### src/rtl/core/pnc_pkg.sv
// ----------------------------------------------------------------------------
// pnc_pkg
// Shared types and constants of the periodic neighbour cell generator.
// ----------------------------------------------------------------------------
package pnc_pkg;

   localparam int INDEX_W     = 18;  // linear cell index width
   localparam int CODE_W      = 5;   // neighbour number width
   localparam int CFG_W       = 7;   // width of one axis size register
   localparam int CSR_INDEX_W = 2;   // configuration register index width
   localparam int STEP_W      = 3;   // front step counter width

   localparam int NUM_NEIGHBOURS = 27;
   localparam logic [CODE_W-1:0] CODE_LAST = CODE_W'(NUM_NEIGHBOURS - 1);

   // Divider retires this many quotient bits per cycle.
   localparam int DIV_BITS  = 3;
   localparam int DIV_STEPS = INDEX_W / DIV_BITS;
   // One plane size product, three row terms and three layer terms.
   localparam int MUL_STEPS = 7;

   localparam int QUEUE_DEPTH = 2;

   // Configuration register indexes.
   localparam logic [CSR_INDEX_W-1:0] CSR_CELLS_X = 2'd0;
   localparam logic [CSR_INDEX_W-1:0] CSR_CELLS_Y = 2'd1;
   localparam logic [CSR_INDEX_W-1:0] CSR_CELLS_Z = 2'd2;

   // Axis being divided out.
   localparam logic [1:0] AXIS_X = 2'd0;
   localparam logic [1:0] AXIS_Y = 2'd1;
   localparam logic [1:0] AXIS_Z = 2'd2;

   // Per-axis step codes: minus one, stay, plus one.
   localparam logic [1:0] STEP_MINUS = 2'd0;
   localparam logic [1:0] STEP_STAY  = 2'd1;
   localparam logic [1:0] STEP_PLUS  = 2'd2;

   typedef enum logic [1:0] {
      FR_IDLE,
      FR_DIV,
      FR_MUL,
      FR_PUSH
   } front_state_type;

   // One classified cell: the three wrapped x values and the row and layer
   // terms for the three y and z steps, all reduced modulo 2^INDEX_W.
   typedef struct packed {
      logic [2:0][INDEX_W-1:0] col;
      logic [2:0][INDEX_W-1:0] row;
      logic [2:0][INDEX_W-1:0] layer;
   } work_type;

endpackage

### src/rtl/core/periodic_neighbour_cell_gen.sv
// ----------------------------------------------------------------------------
// periodic_neighbour_cell_gen
// Periodic 27-neighbour generator for a 3-D cell-list grid.
// ----------------------------------------------------------------------------
// An accepted cell word passes the start step, the divider, the multiplier,
//   the queue push, the back end take and the output register before its
//   first neighbour word appears.
// The back end delivers one neighbour word per cycle while the receiver is
//   ready; the front overlaps the next cell.
// Reset: synchronous; clears all handshake state and sets every axis size
//   register to 8. There is no clearing pass.
// ----------------------------------------------------------------------------
module periodic_neighbour_cell_gen
   import pnc_pkg::*;
#(
   parameter int MAX_CELLS_PER_SIDE = 64
) (
   input  logic                   clock,
   input  logic                   reset,
   // Cell words in.
   input  logic                   req_valid,
   output logic                   req_ready,
   input  logic [INDEX_W-1:0]     req_cell_index,
   // Neighbour words out.
   output logic                   rsp_valid,
   input  logic                   rsp_ready,
   output logic [INDEX_W-1:0]     rsp_neighbour_index,
   output logic [CODE_W-1:0]      rsp_offset_code,
   output logic                   rsp_forward,
   output logic                   rsp_last,
   // Axis size register writes.
   input  logic                   csr_valid,
   output logic                   csr_ready,
   input  logic [CSR_INDEX_W-1:0] csr_index,
   input  logic [CFG_W-1:0]       csr_wdata
);

   // Coordinates and sizes never exceed MAX_CELLS_PER_SIDE.
   localparam int AXIS_W = $clog2(MAX_CELLS_PER_SIDE + 1);

   logic [CFG_W-1:0]  cells_x_ff, cells_y_ff, cells_z_ff;
   logic [AXIS_W-1:0] nx, ny, nz;

   logic     push_valid, push_ready;
   work_type push_data;
   logic     pop_valid, pop_ready;
   work_type pop_data;

   // A size of zero counts as one cell, and sizes above the maximum are
   // held at the maximum, so every axis has a usable period.
   function automatic logic [AXIS_W-1:0] axis_size(input logic [CFG_W-1:0] v);
      logic [AXIS_W-1:0] res;
      if (v == '0) begin
         res = AXIS_W'(1);
      end else if (int'(v) > MAX_CELLS_PER_SIDE) begin
         res = AXIS_W'(MAX_CELLS_PER_SIDE);
      end else begin
         res = AXIS_W'(v);
      end
      return res;
   endfunction

   // Register writes are always taken; an index past the last register is
   // dropped without effect.
   assign csr_ready = 1'b1;

   always_ff @(posedge clock) begin
      if (reset) begin
         cells_x_ff <= CFG_W'(8);
         cells_y_ff <= CFG_W'(8);
         cells_z_ff <= CFG_W'(8);
      end else if (csr_valid && csr_ready) begin
         unique case (csr_index)
            CSR_CELLS_X: cells_x_ff <= csr_wdata;
            CSR_CELLS_Y: cells_y_ff <= csr_wdata;
            CSR_CELLS_Z: cells_z_ff <= csr_wdata;
            default:     ;
         endcase
      end
   end

   assign nx = axis_size(cells_x_ff);
   assign ny = axis_size(cells_y_ff);
   assign nz = axis_size(cells_z_ff);

   // The front buffers one cell word, splits it into coordinates and forms
   // the wrapped column values plus the row and layer terms.
   pnc_front #(
      .AXIS_W (AXIS_W)
   ) u_front (
      .clock          (clock),
      .reset          (reset),
      .nx             (nx),
      .ny             (ny),
      .nz             (nz),
      .req_valid      (req_valid),
      .req_ready      (req_ready),
      .req_cell_index (req_cell_index),
      .push_valid     (push_valid),
      .push_ready     (push_ready),
      .push_data      (push_data)
   );

   // The queue lets the front start on the next cell while the back end
   // is still walking the neighbours of the current one.
   pnc_queue u_queue (
      .clock      (clock),
      .reset      (reset),
      .push_valid (push_valid),
      .push_ready (push_ready),
      .push_data  (push_data),
      .pop_valid  (pop_valid),
      .pop_ready  (pop_ready),
      .pop_data   (pop_data)
   );

   // The back end adds one column, row and layer term per neighbour and
   // takes the next cell from the queue in the cycle of the last word.
   pnc_back u_back (
      .clock               (clock),
      .reset               (reset),
      .pop_valid           (pop_valid),
      .pop_ready           (pop_ready),
      .pop_data            (pop_data),
      .rsp_valid           (rsp_valid),
      .rsp_ready           (rsp_ready),
      .rsp_neighbour_index (rsp_neighbour_index),
      .rsp_offset_code     (rsp_offset_code),
      .rsp_forward         (rsp_forward),
      .rsp_last            (rsp_last)
   );

endmodule

### src/rtl/core/pnc_front.sv
// ----------------------------------------------------------------------------
// pnc_front
// Splits a linear cell index into coordinates and builds the row and layer
// terms of its neighbours with a shared radix-8 divider and one multiplier.
// ----------------------------------------------------------------------------
module pnc_front
   import pnc_pkg::*;
#(
   parameter int AXIS_W = 7
) (
   input  logic               clock,
   input  logic               reset,
   input  logic [AXIS_W-1:0]  nx,
   input  logic [AXIS_W-1:0]  ny,
   input  logic [AXIS_W-1:0]  nz,
   input  logic               req_valid,
   output logic               req_ready,
   input  logic [INDEX_W-1:0] req_cell_index,
   output logic               push_valid,
   input  logic               push_ready,
   output work_type           push_data
);

   front_state_type state_ff, state_in;

   logic               in_valid_ff;
   logic [INDEX_W-1:0] in_idx_ff;
   logic [STEP_W-1:0]  step_ff, step_in;
   logic [1:0]         axis_ff, axis_in;
   logic [INDEX_W-1:0] divd_ff;
   logic [AXIS_W-1:0]  rem_ff;
   logic [AXIS_W-1:0]  cx_ff, cy_ff, cz_ff;
   logic [INDEX_W-1:0] plane_ff;
   work_type           work_ff;

   logic               start;
   logic               div_last;
   logic [AXIS_W-1:0]  divisor;
   logic [AXIS_W:0]    trial;
   logic [AXIS_W-1:0]  div_r;
   logic [INDEX_W-1:0] div_q;

   logic [2:0][AXIS_W-1:0] wx, wy, wz;
   logic [AXIS_W-1:0]         mul_a;
   logic [INDEX_W-1:0]        mul_b;
   logic [AXIS_W+INDEX_W-1:0] prod_full;
   logic [INDEX_W-1:0]        prod;

   function automatic logic [AXIS_W-1:0] wrap_coord(
      input logic [AXIS_W-1:0] c,
      input logic [1:0]        d,
      input logic [AXIS_W-1:0] n
   );
      logic [AXIS_W:0] up;
      logic [AXIS_W-1:0] res;
      up  = {1'b0, c} + {{AXIS_W{1'b0}}, 1'b1};
      res = c;
      if (d == STEP_MINUS) begin
         res = (c == '0) ? n - AXIS_W'(1) : c - AXIS_W'(1);
      end else if (d == STEP_PLUS) begin
         res = (up >= {1'b0, n}) ? '0 : up[AXIS_W-1:0];
      end
      return res;
   endfunction

   // Divisor for the axis currently being peeled off.
   always_comb begin
      unique case (axis_ff)
         AXIS_X:  divisor = nx;
         AXIS_Y:  divisor = ny;
         default: divisor = nz;
      endcase
   end

   // Three restoring division steps per cycle; quotient bits shift into
   // the low end of the dividend register.
   always_comb begin
      div_r = rem_ff;
      div_q = divd_ff;
      trial = '0;
      for (int k = 0; k < DIV_BITS; k++) begin
         trial = {div_r, div_q[INDEX_W-1]};
         div_q = {div_q[INDEX_W-2:0], 1'b0};
         if (trial >= {1'b0, divisor}) begin
            trial    = trial - {1'b0, divisor};
            div_q[0] = 1'b1;
         end
         div_r = trial[AXIS_W-1:0];
      end
   end

   always_comb begin
      for (int d = 0; d < 3; d++) begin
         wx[d] = wrap_coord(cx_ff, 2'(d), nx);
         wy[d] = wrap_coord(cy_ff, 2'(d), ny);
         wz[d] = wrap_coord(cz_ff, 2'(d), nz);
      end
   end

   // Shared multiplier operands per step.
   always_comb begin
      case (step_ff)
         3'd0:    begin mul_a = ny;    mul_b = INDEX_W'(nx); end
         3'd1:    begin mul_a = wy[0]; mul_b = INDEX_W'(nx); end
         3'd2:    begin mul_a = wy[1]; mul_b = INDEX_W'(nx); end
         3'd3:    begin mul_a = wy[2]; mul_b = INDEX_W'(nx); end
         3'd4:    begin mul_a = wz[0]; mul_b = plane_ff;     end
         3'd5:    begin mul_a = wz[1]; mul_b = plane_ff;     end
         default: begin mul_a = wz[2]; mul_b = plane_ff;     end
      endcase
   end

   assign prod_full = {{INDEX_W{1'b0}}, mul_a} * {{AXIS_W{1'b0}}, mul_b};
   assign prod      = prod_full[INDEX_W-1:0];

   // Next state.
   always_comb begin
      state_in = state_ff;
      unique case (state_ff)
         FR_IDLE: if (in_valid_ff) state_in = FR_DIV;
         FR_DIV:  if (div_last && axis_ff == AXIS_Z) state_in = FR_MUL;
         FR_MUL:  if (step_ff == STEP_W'(MUL_STEPS - 1)) state_in = FR_PUSH;
         FR_PUSH: if (push_ready) state_in = FR_IDLE;
         default: state_in = FR_IDLE;
      endcase
   end

   // Outputs and counters.
   always_comb begin
      div_last   = (state_ff == FR_DIV) && (step_ff == STEP_W'(DIV_STEPS - 1));
      start      = (state_ff == FR_IDLE) && in_valid_ff;
      req_ready  = !in_valid_ff || start;
      push_valid = (state_ff == FR_PUSH);
      step_in    = '0;
      axis_in    = axis_ff;
      unique case (state_ff)
         FR_IDLE: axis_in = AXIS_X;
         FR_DIV: begin
            if (div_last) begin
               axis_in = axis_ff + 2'd1;
            end else begin
               step_in = step_ff + STEP_W'(1);
            end
         end
         FR_MUL:  step_in = step_ff + STEP_W'(1);
         default: step_in = '0;
      endcase
   end

   always_ff @(posedge clock) begin
      if (reset) begin
         state_ff    <= FR_IDLE;
         in_valid_ff <= 1'b0;
         step_ff     <= '0;
         axis_ff     <= AXIS_X;
      end else begin
         state_ff <= state_in;
         step_ff  <= step_in;
         axis_ff  <= axis_in;
         if (req_valid && req_ready) begin
            in_valid_ff <= 1'b1;
         end else if (start) begin
            in_valid_ff <= 1'b0;
         end
      end
   end

   always_ff @(posedge clock) begin
      if (req_valid && req_ready) begin
         in_idx_ff <= req_cell_index;
      end
      if (start) begin
         divd_ff <= in_idx_ff;
         rem_ff  <= '0;
      end else if (state_ff == FR_DIV) begin
         divd_ff <= div_q;
         if (div_last) begin
            // The quotient stays in place as the next axis's dividend.
            rem_ff <= '0;
            unique case (axis_ff)
               AXIS_X:  cx_ff <= div_r;
               AXIS_Y:  cy_ff <= div_r;
               default: cz_ff <= div_r;
            endcase
         end else begin
            rem_ff <= div_r;
         end
      end
      if (state_ff == FR_MUL) begin
         case (step_ff)
            3'd0: begin
               plane_ff <= prod;
               for (int d = 0; d < 3; d++) begin
                  work_ff.col[d] <= INDEX_W'(wx[d]);
               end
            end
            3'd1:    work_ff.row[0]   <= prod;
            3'd2:    work_ff.row[1]   <= prod;
            3'd3:    work_ff.row[2]   <= prod;
            3'd4:    work_ff.layer[0] <= prod;
            3'd5:    work_ff.layer[1] <= prod;
            default: work_ff.layer[2] <= prod;
         endcase
      end
   end

   assign push_data = work_ff;

`ifndef SYNTHESIS
   a_start_divides: assert property (@(posedge clock) disable iff (reset)
      (state_ff == FR_IDLE && in_valid_ff) |=> (state_ff == FR_DIV && !in_valid_ff) || in_valid_ff)
      else $error("front did not start dividing a buffered cell");
`endif

endmodule

### src/rtl/core/pnc_queue.sv
// ----------------------------------------------------------------------------
// pnc_queue
// Two-entry queue of classified cells between the front and the back end.
// ----------------------------------------------------------------------------
module pnc_queue
   import pnc_pkg::*;
(
   input  logic     clock,
   input  logic     reset,
   input  logic     push_valid,
   output logic     push_ready,
   input  work_type push_data,
   output logic     pop_valid,
   input  logic     pop_ready,
   output work_type pop_data
);

   localparam int PTR_W   = $clog2(QUEUE_DEPTH);
   localparam int COUNT_W = $clog2(QUEUE_DEPTH + 1);

   work_type             entry_ff [QUEUE_DEPTH];
   logic [PTR_W-1:0]     wr_ptr_ff, rd_ptr_ff;
   logic [COUNT_W-1:0]   count_ff;
   logic                 push, pop;

   assign push_ready = (count_ff != COUNT_W'(QUEUE_DEPTH));
   assign pop_valid  = (count_ff != '0);
   assign push       = push_valid && push_ready;
   assign pop        = pop_valid && pop_ready;
   assign pop_data   = entry_ff[rd_ptr_ff];

   always_ff @(posedge clock) begin
      if (reset) begin
         wr_ptr_ff <= '0;
         rd_ptr_ff <= '0;
         count_ff  <= '0;
      end else begin
         if (push) wr_ptr_ff <= wr_ptr_ff + PTR_W'(1);
         if (pop)  rd_ptr_ff <= rd_ptr_ff + PTR_W'(1);
         if (push && !pop) begin
            count_ff <= count_ff + COUNT_W'(1);
         end else if (pop && !push) begin
            count_ff <= count_ff - COUNT_W'(1);
         end
      end
   end

   always_ff @(posedge clock) begin
      if (push) begin
         entry_ff[wr_ptr_ff] <= push_data;
      end
   end

`ifndef SYNTHESIS
   a_count_bound: assert property (@(posedge clock) disable iff (reset)
      count_ff <= COUNT_W'(QUEUE_DEPTH))
      else $error("queue count beyond its depth");
`endif

endmodule

### src/rtl/core/pnc_back.sv
// ----------------------------------------------------------------------------
// pnc_back
// Walks the 27 neighbours of one classified cell and delivers one result
// word per cycle through an output register while the receiver is ready.
// ----------------------------------------------------------------------------
module pnc_back
   import pnc_pkg::*;
(
   input  logic               clock,
   input  logic               reset,
   input  logic               pop_valid,
   output logic               pop_ready,
   input  work_type           pop_data,
   output logic               rsp_valid,
   input  logic               rsp_ready,
   output logic [INDEX_W-1:0] rsp_neighbour_index,
   output logic [CODE_W-1:0]  rsp_offset_code,
   output logic               rsp_forward,
   output logic               rsp_last
);

   work_type           entry_ff;
   logic               busy_ff;
   logic [1:0]         ox_ff, oy_ff, oz_ff;
   logic [CODE_W-1:0]  code_ff;
   logic               rsp_valid_ff;
   logic [INDEX_W-1:0] rsp_index_ff;
   logic [CODE_W-1:0]  rsp_code_ff;
   logic               rsp_forward_ff;
   logic               rsp_last_ff;

   logic               load;
   logic               last_now;
   logic [INDEX_W-1:0] sum;

   assign load      = busy_ff && (!rsp_valid_ff || rsp_ready);
   assign last_now  = (code_ff == CODE_LAST);
   assign pop_ready = !busy_ff || (load && last_now);
   assign sum       = entry_ff.col[ox_ff] + entry_ff.row[oy_ff] + entry_ff.layer[oz_ff];

   always_ff @(posedge clock) begin
      if (reset) begin
         busy_ff      <= 1'b0;
         rsp_valid_ff <= 1'b0;
         ox_ff        <= STEP_MINUS;
         oy_ff        <= STEP_MINUS;
         oz_ff        <= STEP_MINUS;
         code_ff      <= '0;
      end else begin
         if (pop_valid && pop_ready) begin
            busy_ff <= 1'b1;
            ox_ff   <= STEP_MINUS;
            oy_ff   <= STEP_MINUS;
            oz_ff   <= STEP_MINUS;
            code_ff <= '0;
         end else if (load) begin
            if (last_now) busy_ff <= 1'b0;
            code_ff <= code_ff + CODE_W'(1);
            if (ox_ff == STEP_PLUS) begin
               ox_ff <= STEP_MINUS;
               if (oy_ff == STEP_PLUS) begin
                  oy_ff <= STEP_MINUS;
                  oz_ff <= oz_ff + 2'd1;
               end else begin
                  oy_ff <= oy_ff + 2'd1;
               end
            end else begin
               ox_ff <= ox_ff + 2'd1;
            end
         end
         if (load) begin
            rsp_valid_ff <= 1'b1;
         end else if (rsp_ready) begin
            rsp_valid_ff <= 1'b0;
         end
      end
   end

   always_ff @(posedge clock) begin
      if (pop_valid && pop_ready) begin
         entry_ff <= pop_data;
      end
      if (load) begin
         rsp_index_ff   <= sum;
         rsp_code_ff    <= code_ff;
         rsp_forward_ff <= (ox_ff != STEP_MINUS) && (oy_ff != STEP_MINUS) &&
                           (oz_ff != STEP_MINUS);
         rsp_last_ff    <= last_now;
      end
   end

   assign rsp_valid           = rsp_valid_ff;
   assign rsp_neighbour_index = rsp_index_ff;
   assign rsp_offset_code     = rsp_code_ff;
   assign rsp_forward         = rsp_forward_ff;
   assign rsp_last            = rsp_last_ff;

`ifndef SYNTHESIS
   a_code_steps: assert property (@(posedge clock) disable iff (reset)
      (rsp_valid && rsp_ready && !rsp_last) |=>
         (rsp_valid && rsp_offset_code == $past(rsp_offset_code) + CODE_W'(1)))
      else $error("neighbour words out of order or with a gap");
   a_last_code: assert property (@(posedge clock) disable iff (reset)
      (rsp_valid && rsp_last) |-> (rsp_offset_code == CODE_LAST))
      else $error("last flag on a word other than the final neighbour");
   a_forward_codes: assert property (@(posedge clock) disable iff (reset)
      (rsp_valid && rsp_forward) |->
         (rsp_offset_code == 5'd13 || rsp_offset_code == 5'd14 ||
          rsp_offset_code == 5'd16 || rsp_offset_code == 5'd17 ||
          rsp_offset_code == 5'd22 || rsp_offset_code == 5'd23 ||
          rsp_offset_code == 5'd25 || rsp_offset_code == 5'd26))
      else $error("forward flag on a neighbour with a negative offset");
`endif

endmodule

### config.mk
export PLATFORM = sky130hd
export DESIGN_NAME = periodic_neighbour_cell_gen
export DESIGN_NICKNAME = d
export VERILOG_FILES = /design/src/rtl/core/pnc_pkg.sv /design/src/rtl/core/periodic_neighbour_cell_gen.sv /design/src/rtl/core/pnc_front.sv /design/src/rtl/core/pnc_queue.sv /design/src/rtl/core/pnc_back.sv
export SDC_FILE = /design/constraint.sdc
export NUM_CORES = 1
export LEC_CHECK = 0
export BUFFER_PORTS_ARGS = -buffer_cell sky130_fd_sc_hd__buf_2
export CAP_MARGIN = 20
export CORE_MARGIN = 3
export CORE_UTILIZATION = 25
export CTS_CLUSTER_DIAMETER = 120
export DETAILED_ROUTE_END_ITERATION = 6
export HOLD_SLACK_MARGIN = 0.06
export REMOVE_ABC_BUFFERS = 1
export SLEW_MARGIN = 25
export SYNTH_ARGS = -nofsm -noshare
export SYNTH_HDL_FRONTEND = slang
export SYNTH_SLANG_ARGS = --single-unit
### constraint.sdc
create_clock -name clock -period 10.92 [get_ports clock]
set_clock_uncertainty 0.05 [all_clocks]
set_input_delay 2.184 -clock clock [delete_from_list [all_inputs] [get_ports clock]]
set_output_delay 2.184 -clock clock [all_outputs]
set_load 0.02 [all_outputs]
After elaboration in Yosys (flattened, before gate mapping)
Memory sizes are Yosys's and may differ from the RTL's. A register that Yosys moved wholly into a read port is not among the register bits.
Index checks and enable logic that the tools add are counted.
{ "word_totals": {"regBits": 336, "latchBits": 0, "ram_bits": 258, "mem_bits_ro": 0, "inputBits": 32, "output_inout_bits": 28, "word_cells": 216, "mem_count": 1} }
{ "memory_table": {"columns": ["name", "words", "width", "rd", "rd_clocked_by_memory_dff", "wr", "line", "source"], "rows": [
  ["u_queue.entry_ff", 2, 129, 1, 1, 1, "pnc_queue.sv:21", "work_type entry_ff [QUEUE_DEPTH];"]
]} }
{ "op_classes": {"n_addsub": 24, "mul": 1, "div": 0, "order_cmp": 12, "eq_ne": 22, "shifts": 0, "mux": 51, "bitwise": 3, "n_reduce_logical": 63} }
{ "ops": {"columns": ["op", "count"], "rows": [
  ["binary-select mux 18 bit (select 2 bit)", 3],
  ["2-to-1 mux 18 bit", 6],
  ["2-to-1 mux 7 bit", 15],
  ["greater-or-equal comparator 8 x 7 -> 1 bit", 6],
  ["zero test 7 bit", 6],
  ["one-hot mux 7 bit (6 select lines)", 1],
  ["subtractor 7 x 1 -> 7 bit, second input constant", 6],
  ["adder 18 bit", 2],
  ["AND reduction 2 bit", 13],
  ["adder 7 x 1 -> 8 bit, second input constant", 3],
  ["nonzero test 2 bit", 11],
  ["greater-than comparator 7 bit, second input constant", 3],
  ["subtractor 7 bit", 3],
  ["multiplier 7 x 18 -> 18 bit", 1],
  ["2-to-1 mux 2 bit", 9],
  ["AND reduction 4 bit", 4],
  ["one-hot mux 7 bit (2 select lines)", 1],
  ["equality test 2 bit, second input constant", 6],
  ["logical AND 1 bit", 12],
  ["2-to-1 mux 1 bit", 12],
  ["adder 2 x 1 -> 2 bit, second input constant", 5],
  ["equality test 3 bit, second input constant", 3],
  ["< comparator 2 x 3 -> 1 bit, second input constant", 3],
  ["!= test 2 x 1 -> 1 bit, second input constant", 4],
  ["other kinds (22)", 38]
]} }

Longest topological paths before layout
Gate-level depths: netlist (run 1).
{ "depth": {"ltp_word": 12, "ltp_mapped": 35, "depth_no_buf": 33} }

By module
A second synthesis (run 1) with hierarchy kept.
{ "unflattened": {"cells_unflattened": 2325, "hier_area_um2": 35066.1} }
{ "modules_own_cells": {"columns": ["module", "instances", "cells_per_inst", "area_each_um2", "seq_area_each_um2"], "rows": [
  ["pnc_front", 1, 1125, 13274.0, 6426.2],
  ["pnc_queue", 1, 528, 12229.2, 9829.4],
  ["pnc_back", 1, 564, 8526.9, 5875.6],
  ["periodic_neighbour_cell_gen", 1, 108, 1036.0, 420.4]
]} }

Worst setup path before layout (run 1)
Ideal clock, no wire load.
{ "synth_path": {"kind": "reg-to-reg", "start": "register u_front.cz_ff[0]", "end": "register u_front.plane_ff[16] (data pin)", "setup_ns": 0.222, "arrival_ns": 7.444, "t_required_ns": 10.648, "path_slack_ns": 3.204, "stages_incl_launch_ff": 31, "n_path_buf": 0, "period_less_slack_ns": 7.716, "cell_sequence": "edfxtp_1 > inv_1 > ha_1 > or4b_4 > or2_1 > a211oi_1 > or2_2 > ha_1 > inv_1 > a221o_1 > or4_4 > nand3_1 > nand2_1 > or2_2 > fa_1 > fa_1 > inv_1 > fa_1 > inv_1 > fa_1 > inv_1 > ha_1 > inv_1 > o21ai_0 > a21oi_1 > o21bai_1 > a21oi_1 > o21bai_1 > a2111o_1 > a211o_1 > o211ai_1"} }
{ "synth_via": {"elab_chain_cells": 5, "elab_cells_between_ends": 8, "classes_between": "add/sub (2); mul (1); order compare (1); mux (3); reduce/logical (1)"} }
{ "synth_lines": {"columns": ["element", "line", "source"], "rows": [
  ["start, declared", "pnc_front.sv:32", "logic [AXIS_W-1:0] cx_ff, cy_ff, cz_ff;"],
  ["start signal, assigned", "pnc_front.sv:183", "default: cz_ff <= div_r;"],
  ["adder 7 x 1 -> 8 bit", null, null],
  ["greater-or-equal comparator 8 x 7 -> 1 bit", "pnc_front.sv:61", "res = (up >= {1'b0, n}) ? '0 : up[AXIS_W-1:0];"],
  ["2-to-1 mux 7 bit", "pnc_front.sv:61", null],
  ["one-hot mux 7 bit (6 select lines) (*)", "pnc_front.sv:102", "case (step_ff)"],
  ["multiplier 7 x 18 -> 18 bit (*)", "pnc_front.sv:113", "assign prod_full = {{INDEX_W{1'b0}}, mul_a} * {{AXIS_W{1'b0}}, mul_b};"],
  ["named net u_front.prod_full[16]", "pnc_front.sv:46", "logic [AXIS_W+INDEX_W-1:0] prod_full;"],
  ["end signal, assigned", "pnc_front.sv:192", "plane_ff <= prod;"],
  ["end, declared", "pnc_front.sv:33", "logic [INDEX_W-1:0] plane_ff;"]
]} }
The timed path passes the listed nets; every way through them passes the cells marked *.
A chain may end at the register's enable or synchronous reset.

Worst setup path in the final report (run 1)
{ "layout_path": {"start": "register u_front.cy_ff[0]", "end": "register u_front.work_ff (netlist bit u_front.push_data[16]) (data pin)"} }
{ "layout_via": {"elab_chain_cells": 5, "elab_cells_between_ends": 8, "classes_between": "add/sub (2); mul (1); order compare (1); mux (3); reduce/logical (1)"} }
{ "layout_lines": {"columns": ["element", "line", "source"], "rows": [
  ["start, declared", "pnc_front.sv:32", null],
  ["start signal, assigned", "pnc_front.sv:182", "AXIS_Y: cy_ff <= div_r;"],
  ["adder 7 x 1 -> 8 bit", null, null],
  ["greater-or-equal comparator 8 x 7 -> 1 bit", "pnc_front.sv:61", null],
  ["2-to-1 mux 7 bit", "pnc_front.sv:61", null],
  ["one-hot mux 7 bit (6 select lines) (*)", "pnc_front.sv:102", null],
  ["multiplier 7 x 18 -> 18 bit (*)", "pnc_front.sv:113", null],
  ["named net u_front.prod_full[16]", "pnc_front.sv:46", null],
  ["end, declared", "pnc_front.sv:34", "work_type work_ff;"]
]} }
Marks and branches as above.

==> results of run 1 <==
[synth_stat cells (21+ instances only)]
library cell	count	area (sq um)
dfxtp_1	53	1060
mux2_2	144	1620
nor2_1	157	589
xor2_1	25	219
mux2i_1	68	681
edfxtp_1	616	18500
nand2_1	138	518
xnor2_1	43	377
nand3_1	41	205
a21oi_1	80	400
nand2b_1	28	175
fa_1	73	1460
inv_1	150	563
ha_1	116	1450
nor2b_1	40	250
nor3_1	21	105
clkbuf_1	59	221
o21ai_0	79	395
[power by group through the flow]
| stage | logic [mW] | clock network (mW) | registers (mW) |
|---|---|---|---|
| after floorplan | 1.87 | 0 | 3.74 |
| after global placement | 2.72 | 0 | 3.69 |
| after detailed placement | 2.74 | 0 | 3.70 |
| after CTS | 2.76 | 2.46 | 3.65 |
| after global routing | 3.03 | 2.56 | 3.69 |
| final | 2.73 | 2.39 | 3.64 |
[worst max-delay path, delay by kind of cell (launching register included)]
| kind | cells | cell delay [ns] |
|---|---|---|
| and+or+nand+nor | 6 | 1.98 |
| AOI/OAI and AO/OA | 11 | 2.55 |
| DFF | 1 | 0.53 |
| buffers and inverters | 6 | 0.41 |
| adders and majority gates | 7 | 2.76 |
[worst paths after layout]
path / to / slack [ns] / cells after the start
max: u_front.push_data[16] / 2.36 / 30
max reg2reg: u_front.push_data[16] / 2.36 / 30
min: u_queue.entry_ff[0][108] / 0.37 / 0
min reg2reg: u_queue.entry_ff[0][108] / 0.37 / 0
[state kept, by name, indices dropped and copies added, names as in the netlist, 18 cells and up]
register,cells
u_back.rsp_neighbour_index,18
u_front.plane_ff,18
u_back.entry_ff,129
u_queue.entry_ff,258
u_front.push_data,129
u_front.divd_ff,18
u_front.in_idx_ff,18
[kinds of logic (layout without fill, tap and decap cells)]
logic type      Yosys count  in the layout  synth area share, %
fa+ha+maj               189            189                 9.51
buf+inv                 226            355                 2.83
xor+xnor                 71             71                 2.17
mux                     212            212                 7.51
simple gates            514            514                 8.06
flops                   669            669                 63.8
other cells               1              1               0.0122
compound gates          288            288                 6.08
[per-layer routing]
layer  part of all wire (%)  global-route usage [%]  up-vias
li1                       -                       -     8072
met1                     43                    12.5     8316
met2                     50                    17.6      295
met3                    3.6                    1.64      105
met4                    3.1                    3.92        0
met5                      0                       0        -
[area by class of cell]
type	count	area, sq um
inverters	151	569
clock buffers	91	1860
flip-flops and latches	669	19600
repair buffers	78	444
fillers	12153	85600
clock inverters	35	489
well taps	1612	2020
multi-input cells	1275	10200
==> metrics, run 1 <==
status finished clean; Hold Crit Class reg -> reg; Sw Pwr approximately 2.8 mW; Core Rows approximately 130; Final Instance Area between 30000 and 40000 sq um; Hold Startpoint u_front.push_data[108]; Die X roughly 360 um; Die ar. 127000 sq um; Distinct cells, synth 85; pre-CTS setup slack ~2.5 ns; Inserted Diodes 0; Port Buffers 58; VDD IR max between 0.0002 and 0.0003 V; hold_buf cts 0; leading cell types in the layout, fill and taps excluded 616 x edfxtp_1, 156 x nor2_1, 149 x inv_1; leak pwr ~12 nW; cells after synthesis 2170; TritonCTS Buffers 70; first-pass GRT wire length 100000 um; Tmin final 8.56 ns; initial core utilization roughly 25%; DP Area about 33000 sq um; post-synthesis sequential area ratio 63.8%; crit path from u_front.cy_ff[0]; post-CTS sizing 0; Seq pwr share about two fifths; total grt overflow 0; number of global-route vias before repair around 17000; area grow syn2layout 14.8%; Clk pwr share a little over a quarter; DRC Markers 0; Routed WL ~64000 um; Die Ht ~360 um; syn avg cell area 14.1 sq um; htree depth 3; hold_ws between 0.3 and 0.4 ns; RSZ-0062 raised after global routing false; Final period util between 70 and 80%; post-route ant nets 0; core area between 100000 and 150000 sq um; Worst-Margin Slew 1.08 ns; Final WS setup 2.36 ns; ys async rst share 0%; clock buffer depth 3; Most used DFF post-synth edfxtp_1; Slew headroom roughly 28%; CP endpoint kind register; gpl congestion slightly below 0.9; CTS clock-pin slew for the worst setup and hold paths approximately 0.060 ns; Setup Fix Bufs, Post-CTS 0; clock latency on the worst-skew pair between 0.6 and 0.7 ns; initial antenna violation count 0; Finished Layout Cells 3911; Placed Cells 3785; Worst Path Arrival between 8 and 9 ns; pwr dens 249 nW/um^2; Max Clk Rate between 0.1 and 0.15 GHz; vias per cell 4.29; Post-DP HPWL about 43000 um; First DRT Iteration DRCs 1154; Fin. Hold Viols 0; Overall Global Routing Usage slightly above 10%; largest net degree at the start of global routing between 70 and 80; Setup TNS Final 0 ns; Syn. warnings 0; CTS root buf clkbuf_16; CP Max Fanout 9; EDFF count, synth between 600 and 700; Crit Path Category reg -> reg; startpoint types register; Max-Cap Viols 0; Total Power Consumption 8.77 mW; total I/O pin count 60; final setup fails 0; 1st-pass router iterations 5; nets ~2500; Int Power 5.97 mW; # clock sinks 669; Crit Reg-Reg Startpoint u_front.cy_ff[0]; layout cell share with drive strength beyond 1 15.7%; Logic pwr share a little under a third; most used cell along the critical path inv_1; end-of-flow core utilization 29.1%; CP Data Required Time between 10 and 15 ns; CTS tree done; Sw Share 31.9%; commonest non-fill, non-tap cell in the layout edfxtp_1; Slew Viols, Final 0; Crit-path slowest cell nor4b_2; WL/cell 16.4 um; max incr delay on CP between 0.5 and 0.6 ns; register bit count reported by yosys about 670; via count about 17000; Synth Cell Area 30600 sq um
(Power assumes the default switching activity.)
==> run 2, diff against run 1 <==
==> constraint.sdc (replaced) <==
create_clock -name clock -period 6.96 [get_ports clock]
set_clock_uncertainty 0.05 [all_clocks]
set_input_delay 1.392 -clock clock [delete_from_list [all_inputs] [get_ports clock]]
set_output_delay 1.392 -clock clock [all_outputs]
set_load 0.02 [all_outputs]
==> metrics, run 2 (synthesis gave the netlist of run 1 again) <==
Core Rows 127 (unchanged); number of global-route vias before repair 18490 (+6.0%); Tmin final 7.25 ns (-1.30 ns); Worst Path Arrival 7.56 ns (-1.30 ns); Overall Global Routing Usage 10.4% (+0.34 points); Crit-path slowest cell fa_1; final setup fails 28 (+28); Die Ht 356 um (unchanged); 1st-pass router iterations 7 (+2); clock latency on the worst-skew pair 0.63 ns (about the same); TritonCTS Buffers 70 (unchanged); startpoint types register; Die ar. 127000 sq um (unchanged); Inserted Diodes 0 (unchanged); clock buffer depth 3 (unchanged); # clock sinks 669 (unchanged); Max-Cap Viols 0 (unchanged); first-pass GRT wire length 104000 um (+3.9%); status finished, violations left; Total Power Consumption 14.6 mW (+66%); leak pwr 13.6 nW (+10%); CP endpoint kind register; Slew Viols, Final 0 (unchanged); area grow syn2layout 22.3%; nets 2712 (+10%); total I/O pin count 60 (unchanged); layout cell share with drive strength beyond 1 27.1% (+11 points); Die X 356 um (unchanged); Hold EP u_queue.entry_ff[0][103]; depth of the worst register-to-register path 30 (unchanged); pwr dens 389 nW/um^2 (+56%); CTS tree done; via count 17842 (+6.3%); Largest register FFs 258 (unchanged); CTS clock-pin slew for the worst setup and hold paths 0.06 ns (about the same); largest net degree at the start of global routing 130 (+73%); initial core utilization 25.4% (unchanged); CTS root buf clkbuf_16; most used cell along the critical path inv_2; Fin. Hold Viols 0 (unchanged); max incr delay on CP 0.54 ns (about the same); hold_ws 0.390 ns (+0.0159 ns); vias per cell 4.29 (about the same); Routed WL 65900 um (+2.7%); Final Instance Area 37500 sq um (+6.5%); hold_buf cts 0 (unchanged); total grt overflow 0 (unchanged); gpl congestion 0.862 (-0.44%); Max Clk Rate 0.138 GHz (+18%); RSZ-0062 raised after global routing true; Crit Reg-Reg Endpoint u_front.push_data[70]; Worst-Margin Slew 1.10 ns (+0.0179 ns); WL/cell 15.9 um (-3.4%); post-route ant nets 0 (unchanged); hold path depth 0 (unchanged); commonest non-fill, non-tap cell in the layout edfxtp_1; Hold Crit Class reg -> reg; CP Max Fanout 7 (-2); reg-to-reg slack, setup -0.29 ns (-2.66 ns); Crit Reg-Reg Startpoint u_front.cz_ff[0]; Port Buffers 58 (unchanged); VDD IR max 0.000392 V (+52%); DRC Markers 0 (unchanged); Buf/Inv on CP 6 (unchanged); initial antenna violation count 0 (unchanged); Post-DP HPWL 44100 um (+2.8%); First DRT Iteration DRCs 1063 (-7.9%); Final period util 104% (+26 points); Final WS setup -0.293 ns (-2.66 ns); Crit Path Category reg -> reg; most flop-heavy register u_queue.entry_ff; failing checks setup timing; leading cell types in the layout, fill and taps excluded 616 x edfxtp_1, 250 x buf_4, 147 x nor2_1; htree depth 3 (unchanged); Hold Startpoint u_front.push_data[103]; Crit path max-delay family adder cells; Setup TNS Final -4.97 ns (-4.97 ns); DP Area 34400 sq um (+4.9%); CP Data Required Time 7.26 ns (-3.96 ns); core area 121000 sq um (unchanged); Layout fillers 12016 (-1.1%); Slew headroom 26.4% (-1.2 points)
run 2: changes by cell type in the layout (fill, tap and decap cells not counted), sizes merged:
| cell | change |
|---|---|
| clkinvlp | +1 |
| buf | +246 |
| bufinv | -5 |
| clkbuf | -1 |
| inv | +2 |
| clkinv | +2 |
run 2: final cells by class:
| cell class | count | area [sq um] | share of cell area (%) |
|---|---|---|---|
| Timing Repair Buffer | 324 | 2390 | 6.38 |
| Multi-Input combinational cell | 1275 | 10700 | 28.6 |
| Clock inverter | 35 | 344 | 0.918 |
| Tap cell | 1612 | 2020 | 5.38 |
| Sequential cell | 669 | 19600 | 52.2 |
| Clock buffer | 90 | 1860 | 4.96 |
| Inverter | 151 | 569 | 1.52 |
run 2: where the power goes:
group	total, mW	internal, mW	switching (mW)
registers	5.66	5.44	0.220
clock network	3.57	2.03	1.54
logic	5.34	2.40	2.94
total	14.6	9.87	4.70
run 2: worst max path at each step:
stage                            start                      to  slack (ns)  cells past startpoint
CTS                   u_front.cz_ff[0]  u_front.push_data[106]       -0.25                     30
finish                u_front.cz_ff[0]   u_front.push_data[70]       -0.29                     30
global placement      u_front.cz_ff[0]  u_front.push_data[106]       -0.91                     30
detailed placement    u_front.cz_ff[0]   u_front.push_data[88]       -1.01                     30
floorplan           u_front.step_ff[2]    u_front.plane_ff[16]       -0.99                     27
global route          u_front.cz_ff[0]  u_front.push_data[106]       -0.60                     30
run 2: through the flow:
stage / instances / worst slack, ns / util, %
after floorplan: 2095 / -0.991 / -
after detailed placement: 3995 / -1.01 / 28.5
after CTS: 4144 / -0.252 / 30.7
final: 4156 / -0.293 / 31.0
after global placement: 3995 / -0.913 / 28.5
after global routing: 4156 / -0.596 / 31.0
run 2: worst register-to-register path: cells and delay by family (launching register included):
| family | cells | cell delay, ns |
|---|---|---|
| AOI/OAI and AO/OA | 10 | 2.08 |
| adders and majority gates | 7 | 2.50 |
| buffers and inverters | 6 | 0.30 |
| DFF | 1 | 0.40 |
| and+or+nand+nor | 7 | 1.71 |
run 2: timing repair:
action / 4_1_cts / 5_1_grt
setup buffers: 24 / 12
pin swaps: 50 / 39
resized for setup: 77 / 58
setup endpoints to repair: 85 / 78
run 2: per-layer routing:
layer / global-route usage (%) / up-vias / part of all wire (%)
met4: 4.08 / 0 / 3.2
met3: 1.55 / 112 / 3.3
li1: - / 8553 / -
met5: 0 / - / 0
met1: 13.0 / 8871 / 44
met2: 18.2 / 306 / 50
